$ cat config.mk
export PLATFORM = sky130hd
export DESIGN_NAME = spg_serial
export DESIGN_NICKNAME = d
export VERILOG_FILES = /design/src/spg_pkg.sv /design/src/spg_serial.sv
export SDC_FILE = /design/constraint.sdc
export NUM_CORES = 1
export LEC_CHECK = 0
export BUFFER_PORTS_ARGS = -buffer_cell sky130_fd_sc_hd__buf_4
export CELL_PAD_IN_SITES_DETAIL_PLACEMENT = 1
export CELL_PAD_IN_SITES_GLOBAL_PLACEMENT = 1
export CORE_AREA = 2 2 365 367
export CTS_BUF_LIST = sky130_fd_sc_hd__clkbuf_2
export DETAILED_ROUTE_END_ITERATION = 6
export DIE_AREA = 0 0 367 369
export HOLD_SLACK_MARGIN = 0.12
export PLACE_DENSITY = 0.5
export SLEW_MARGIN = 20
export SYNTH_ARGS = -nofsm -noshare
export SYNTH_HDL_FRONTEND = slang
export SYNTH_SLANG_ARGS = --single-unit
$ cat constraint.sdc
create_clock -name clk -period 85 [get_ports clk]
set_input_delay 17 -clock clk [delete_from_list [all_inputs] [get_ports clk]]
set_output_delay 17 -clock clk [all_outputs]
set_load 0.02 [all_outputs]
$ cat src/spg_pkg.sv
// Shared types, constants and helpers for the scan-plane pose geometry block.
package spg_pkg;

  localparam int FRAC_BITS = 16;
  localparam int WORD_BITS = 32;

  // unit vector path sizing
  localparam int QB        = FRAC_BITS + 1;     // quotient bits of a unit component
  localparam int DW        = 32 + QB;           // divider remainder width
  localparam int DIV_STG   = (QB + 1) / 2;      // two quotient bits per stage
  localparam int SQRT_STG  = 16;                // two root bits per stage
  localparam int LAT_U     = 8 + SQRT_STG + DIV_STG;
  localparam int LAT       = 10 + LAT_U;        // stages ahead of the output buffer
  localparam int GEO_DLY   = 6 + LAT_U;

  localparam logic signed [71:0] WHI = (72'sd1 <<< (WORD_BITS - 1)) - 72'sd1;
  localparam logic signed [71:0] WLO = -WHI - 72'sd1;

  localparam logic [2:0] REG_C00_C01 = 3'd0;
  localparam logic [2:0] REG_C02_C10 = 3'd1;
  localparam logic [2:0] REG_C11_C12 = 3'd2;
  localparam logic [2:0] REG_C20_C21 = 3'd3;
  localparam logic [2:0] REG_C22_EXX = 3'd4;
  localparam logic [2:0] REG_EXY_ORX = 3'd5;
  localparam logic [2:0] REG_ORY_ORZ = 3'd6;

  localparam logic [2:0] KIND_CORNER0 = 3'd0;
  localparam logic [2:0] KIND_CORNERX = 3'd1;
  localparam logic [2:0] KIND_CORNERY = 3'd2;
  localparam logic [2:0] KIND_PLANE   = 3'd3;
  localparam logic [2:0] KIND_XUNIT   = 3'd4;
  localparam logic [2:0] KIND_YUNIT   = 3'd5;

  typedef logic [31:0] word_t;

  typedef struct packed {
    word_t      val;
    logic       clip;
  } sat_t;

  typedef struct packed {
    word_t [2:0] c0;
    word_t [2:0] c1;
    word_t [2:0] c2;
    logic        msat;
    logic [2:0]  csat;
  } geo_t;

  typedef struct packed {
    word_t [2:0] n;
    logic        deg;
    logic        sat;
  } ures_t;

  typedef struct packed {
    logic [2:0] kind;
    word_t      x;
    word_t      y;
    word_t      z;
    word_t      w;
    logic       deg;
    logic       sat;
  } vec_t;

  function automatic sat_t sat_w(input logic signed [71:0] v);
    sat_t r;
    if (v > WHI) begin
      r.val  = WHI[31:0];
      r.clip = 1'b1;
    end else if (v < WLO) begin
      r.val  = WLO[31:0];
      r.clip = 1'b1;
    end else begin
      r.val  = v[31:0];
      r.clip = 1'b0;
    end
    return r;
  endfunction

endpackage

$ cat src/spg_serial.sv
// Output buffer that hands out the six vectors of one pose in order.
module spg_serial (
  input  logic                clk,
  input  logic                rst,
  input  logic                load_valid,
  input  spg_pkg::vec_t [5:0] vecs,
  input  logic                out_stall,
  output logic                ready,
  output logic                out_valid,
  output spg_pkg::vec_t       head
);

  logic                busy;
  logic                done;
  spg_pkg::vec_t [5:0] slots;

  assign head      = slots[0];
  assign out_valid = busy;
  assign done      = busy && !out_stall && (slots[0].kind == spg_pkg::KIND_YUNIT);
  assign ready     = !busy || done;

  always_ff @(posedge clk) begin
    if (rst) begin
      busy <= 1'b0;
    end else if (load_valid && ready) begin
      busy <= 1'b1;
    end else if (done) begin
      busy <= 1'b0;
    end
  end

  always_ff @(posedge clk) begin
    if (load_valid && ready) begin
      slots <= vecs;
    end else if (busy && !out_stall) begin
      slots <= {slots[5], slots[5:1]};
    end
  end

endmodule

## Word level (Yosys, flattened, before mapping)

Index checks and enable logic that the tools add are counted.

- Equality and inequality tests: 1
- Multiplexer cells: 4
- Reduce and logical (&&, ||, !) cells: 8

Operators with widths:

| operator | count |
|---|---|
| 2-to-1 mux 798 bit | 1 |
| 2-to-1 mux 665 bit | 1 |
| nonzero test 2 bit | 2 |
| == test 3 bit (second input constant) | 1 |
| logical AND 1 bit | 3 |
| logical NOT 1 bit | 2 |
| 2-to-1 mux 1 bit | 2 |
| logical OR 1 bit | 1 |

- Bits in registers: 799
- Input port bits: 802

## Depth between registers and ports, before layout

- Depth in word-level cells: 6
- Mapped depth: 7

## Worst setup path after synthesis

OpenSTA, ideal clock, no wires.

- Kind: input-to-reg
- Start point: input port load_valid
- End point: register slots, in the netlist head[0], enable pin
- Arrival: 48.948 ns
- Slack: 34.128 ns
- Stages on the path: 2
- Buffers on the path: 0
- Cells stage by stage: nor2_1 > a21oi_1

- Cells in the longest elaborated chain, start to end: 2

RTL lines:

| element | line | RTL |
|---|---|---|
| from (decl) | spg_serial.sv:5 | `input logic load_valid,` |
| logical AND 1 bit | spg_serial.sv:33 | `if (load_valid && ready) begin` |
| nonzero test 2 bit (no line) | -- |  |
| to (signal assigned) | spg_serial.sv:34 | `slots <= vecs;` |
| to (signal assigned) | spg_serial.sv:36 | `slots <= {slots[5], slots[5:1]};` |
| to (decl) | spg_serial.sv:15 | `spg_pkg::vec_t [5:0] slots;` |

Every way passes these cells.
A chain may end at the register's enable or synchronous reset.

## Worst setup path after layout

- Start point: input port out_stall
- End point: output port ready

- Cells in the longest elaborated chain, start to end: 4

RTL lines:

| element | line | RTL |
|---|---|---|
| from (decl) | spg_serial.sv:7 | `input logic out_stall,` |
| logical NOT 1 bit | spg_serial.sv:19 | `assign done = busy && !out_stall && (slots[0].kind == spg_pkg::KIND_YUNIT);` |
| logical AND 1 bit (2 in a row) | spg_serial.sv:19 |  |
| logical OR 1 bit | spg_serial.sv:20 | `assign ready = !busy \|\| done;` |
| to (decl) | spg_serial.sv:8 | `output logic ready,` |

Every way passes these cells.

==> summary.md <==
| Metric | Value |
|---|---|
| Post-Synth XOR/XNOR Area | 0% |
| DR DRC count | 0 |
| Num Clock Sinks | 799 |
| Max-slew violation count | 0 |
| Post-CTS Setup Inserts | 0 |
| Maximum fanout along the worst path | 2 |
| Wire length per cell | around 23 um |
| Worst-path clk slew | 0.09 ns |
| Yosys top cell area share | 65.3% |
| Sum of negative setup slack | 0 ns |
| Post-synth cell types | 17 |
| Simple-gate portion of the synthesized area | 2.32% |
| Chip width | between 300 and 400 um |
| YS warnings | 0 |
| Final hold viol count | 0 |
| Combinational power share | 16.5% |
| Max Cap Viol | 0 |
| Die ar. | 0.135 sq mm |
| Via-per-instance ratio | 4.07 |
| Main combinational cell family by area after synthesis | multiplexers |
| Slew margin rel. | 10.1% |
| Yosys top cell by area | edfxtp_1 |
| Cts repair resizes | 0 |
| Fillers | 13,700 |
| Post-route ant nets | 0 |
| Compound-Gate Fraction of Synth Area | 0.0478% |
| RSZ-0062 raised after global routing | no |
| Grt total ovfl | 0 |
| Drt pass-1 iters | 6 |
| Async SR Flop Fraction | 0% |
| Tcrit/Tclk final | about two fifths |
| Status | completed |
| Post-Syn Area | 0.0367 sq mm |
| Placer congestion estimate | between 0.8 and 0.9 |
| Main flop type after synthesis | edfxtp_1 |
| Htree depth | 4 |
| Antenna violations before repair | 21 |
| Leakage | between 0.02 and 0.025 uW |
| Syn_nets | roughly 2,600 |
| PD cells | around 20 mW/mm^2 |
| Switching Power | around 250 uW |
| Clock share of power | around 30% |
| Most frequent cell after synthesis | edfxtp_1 |
| Worst path required time | 68.00 ns |
| Sequential cell area | 0.0240 sq mm |
| Worst VDD drop | 0.0104 mV |
| Gr usage total | between 15 and 20% |
| IO Port Bufs | 936 |
| Post-route cell area | 0.0463 sq mm |
| Total power draw | 947 uW |
| Die Height | 369 um |
| Multi-input logic area | 0.0108 sq mm |
| DP Worst Slack | 50.34 ns |
| Syn Inst Count | between 1,500 and 2,000 |
| Hold buffer count at CTS | 0 |
| Crit-path max cell delay | 0.24 ns |
| Vias in the first global route | 21,400 |
| Adder-Cell Fraction of Synth Area | 0% |
| # IOs | about 940 |
| Family with the most delay on the worst path | simple AND/OR/NAND/NOR gates |
| Core ar. | around 0.13 sq mm |
| Cell Chain, Critical Path | buf_4, nand4bb_1, nand2_1, buf_4 |
| Bufs and invs on worst path | 2 |
| CTS tree | done |
| Share of cells above drive strength 1 | 66.5% |
| P&R area growth vs syn | 26.2% |
| Initial Util | 28.0% |
| Sw Ratio | 26.3% |
| Finish-stage setup viols | 0 |
| Root buffer cell | clkbuf_2 |
| Top cells by area, synth | edfxtp_1, mux2_4, buf_4 |
| Slowest stage cell, crit path | nand4bb_1 |
| Final wirelength | roughly 110 mm |
| Slew @ Worst Pin | 1.35 ns |
| Final worst slack | 50.34 ns |
| Hold crit path type | register to register |
| Largest net degree at the start of global routing | between 150 and 200 |
| Setup crit end kind | output port |
| Iteration-0 DRC Markers | 909 |
| Top cells by count, synth | edfxtp_1, mux2_4, and2_1, buf_4, buf_6 |
| P_int | 698 uW |
| Min Clock Period, post-route | approximately 35 ns |
| Cts bufs inserted | 224 |
| Multiplexer share of the synthesized area | 27.1% |
| First-pass GRT wire length | approximately 150 mm |
| Mapped Avg Cell Area | 20.1 sq um |
| Post-DP HPWL | 82.1 mm |
| Crit path kind | input pin to output port |
| Clk buf depth | 3 |
| Clock Latency Late Sink | around 1.5 ns |
| Most Frequent Cell on Critical Path | buf_4 |
| Worst Skew | 0.0968 ns |
| Vias post-DR | 19,300 |
| Fin nets | 3,589 |
| Row count | 133 |
| Max Clk Rate | 28.8 MHz |
| Placed Area | 0.0442 sq mm |
| Seq/Total Area, Yosys | about two thirds |
| CP Launch Type | input pin |
| Worst EP arrival | between 15 and 20 ns |
| Part of the power in registers | 53.7% |
| EDFF count, synth | 798 |
| Synthesized flop and latch total | 799 |
## layout by cell type, fill, tap and decap left out
| master | count |
|---|---|
| clkinv_1 | 55 |
| inv_1 | 1 |
| nand4bb_1 | 1 |
| and2_1 | 133 |
| edfxtp_1 | 798 |
| clkinv_2 | 7 |
| mux2_4 | 650 |
| buf_12 | 3 |
| nor2_1 | 1 |
| inv_8 | 1 |
| buf_4 | 953 |
| clkinv_4 | 3 |
| mux2_2 | 15 |
| a21oi_4 | 1 |
| bufinv_16 | 2 |
| clkbuf_2 | 331 |
| nand2_1 | 1 |
| a21o_4 | 1 |
| dfxtp_1 | 1 |
| diode_2 | 20 |
| inv_2 | 5 |
| a21oi_1 | 1 |
## stage by stage
| stage | hold slack (ns) | utilization [%] | instances |
|---|---|---|---|
| 6_report | 0.485 | 35.3 | 4739 |
| 5_1_grt | 0.479 | 35.3 | 4735 |
| 4_1_cts | 0.477 | 35.3 | 4719 |
| 3_5_place_dp | 0.535 | 33.7 | 4316 |
| 3_3_place_gp | 0.528 | 33.7 | 4316 |
| 2_1_floorplan | 0.523 | - | 1826 |
## layout make-up
| class | instances | area share [%] |
|---|---|---|
| Clock buffer | 331 | 3.58 |
| Multi-Input combinational cell | 804 | 23.4 |
| Timing Repair Buffer | 956 | 15.6 |
| Tap cell | 1755 | 4.75 |
| Sequential cell | 799 | 51.8 |
| Antenna cell | 20 | 0.108 |
| Inverter | 2 | 0.0324 |
| Clock inverter | 72 | 0.749 |
## metal layers
metal / vias up / track usage [%] / wire length, um / part of all wire, %
met5: - / 0 / 78 / 0.071
met4: 12 / 5.23 / 2150 / 2.0
met3: 167 / 6.01 / 8430 / 7.7
met2: 689 / 28.5 / 59200 / 54
met1: 9512 / 16.3 / 39600 / 36
li1: 8914 / - / - / -
## worst paths after layout
| kind | start | end | slack [ns] | cells after the start |
|---|---|---|---|---|
| hold / removal | slots[492] | slots[359] | 0.48 | 1 |
| setup / recovery | out_stall | ready | 50.34 | 4 |
| setup reg to reg | head[131] | slots[602] | 79.29 | 7 |
| hold reg to reg | slots[492] | slots[359] | 0.48 | 1 |
## sequential cells by signal (all words and copies together) (netlist names)
name,count
head,133
out_valid,1
slots,665
## cells by family after synthesis
logic type | after synthesis
DFF | 799
muxes | 665
buffers and inverters | 223
and+or+nand+nor | 136
AOI/OAI and AO/OA | 3
## power by group through the flow
stage                     sequential [uW]  combinational, uW  clock [uW]
after global placement                517                157           0
after floorplan                       542                114           0
final                                 508                156         282
after CTS                             509                160         299
after detailed placement              518                160           0
after global routing                  513                167         319
No activity file was read; power rests on OpenSTA's default activity.
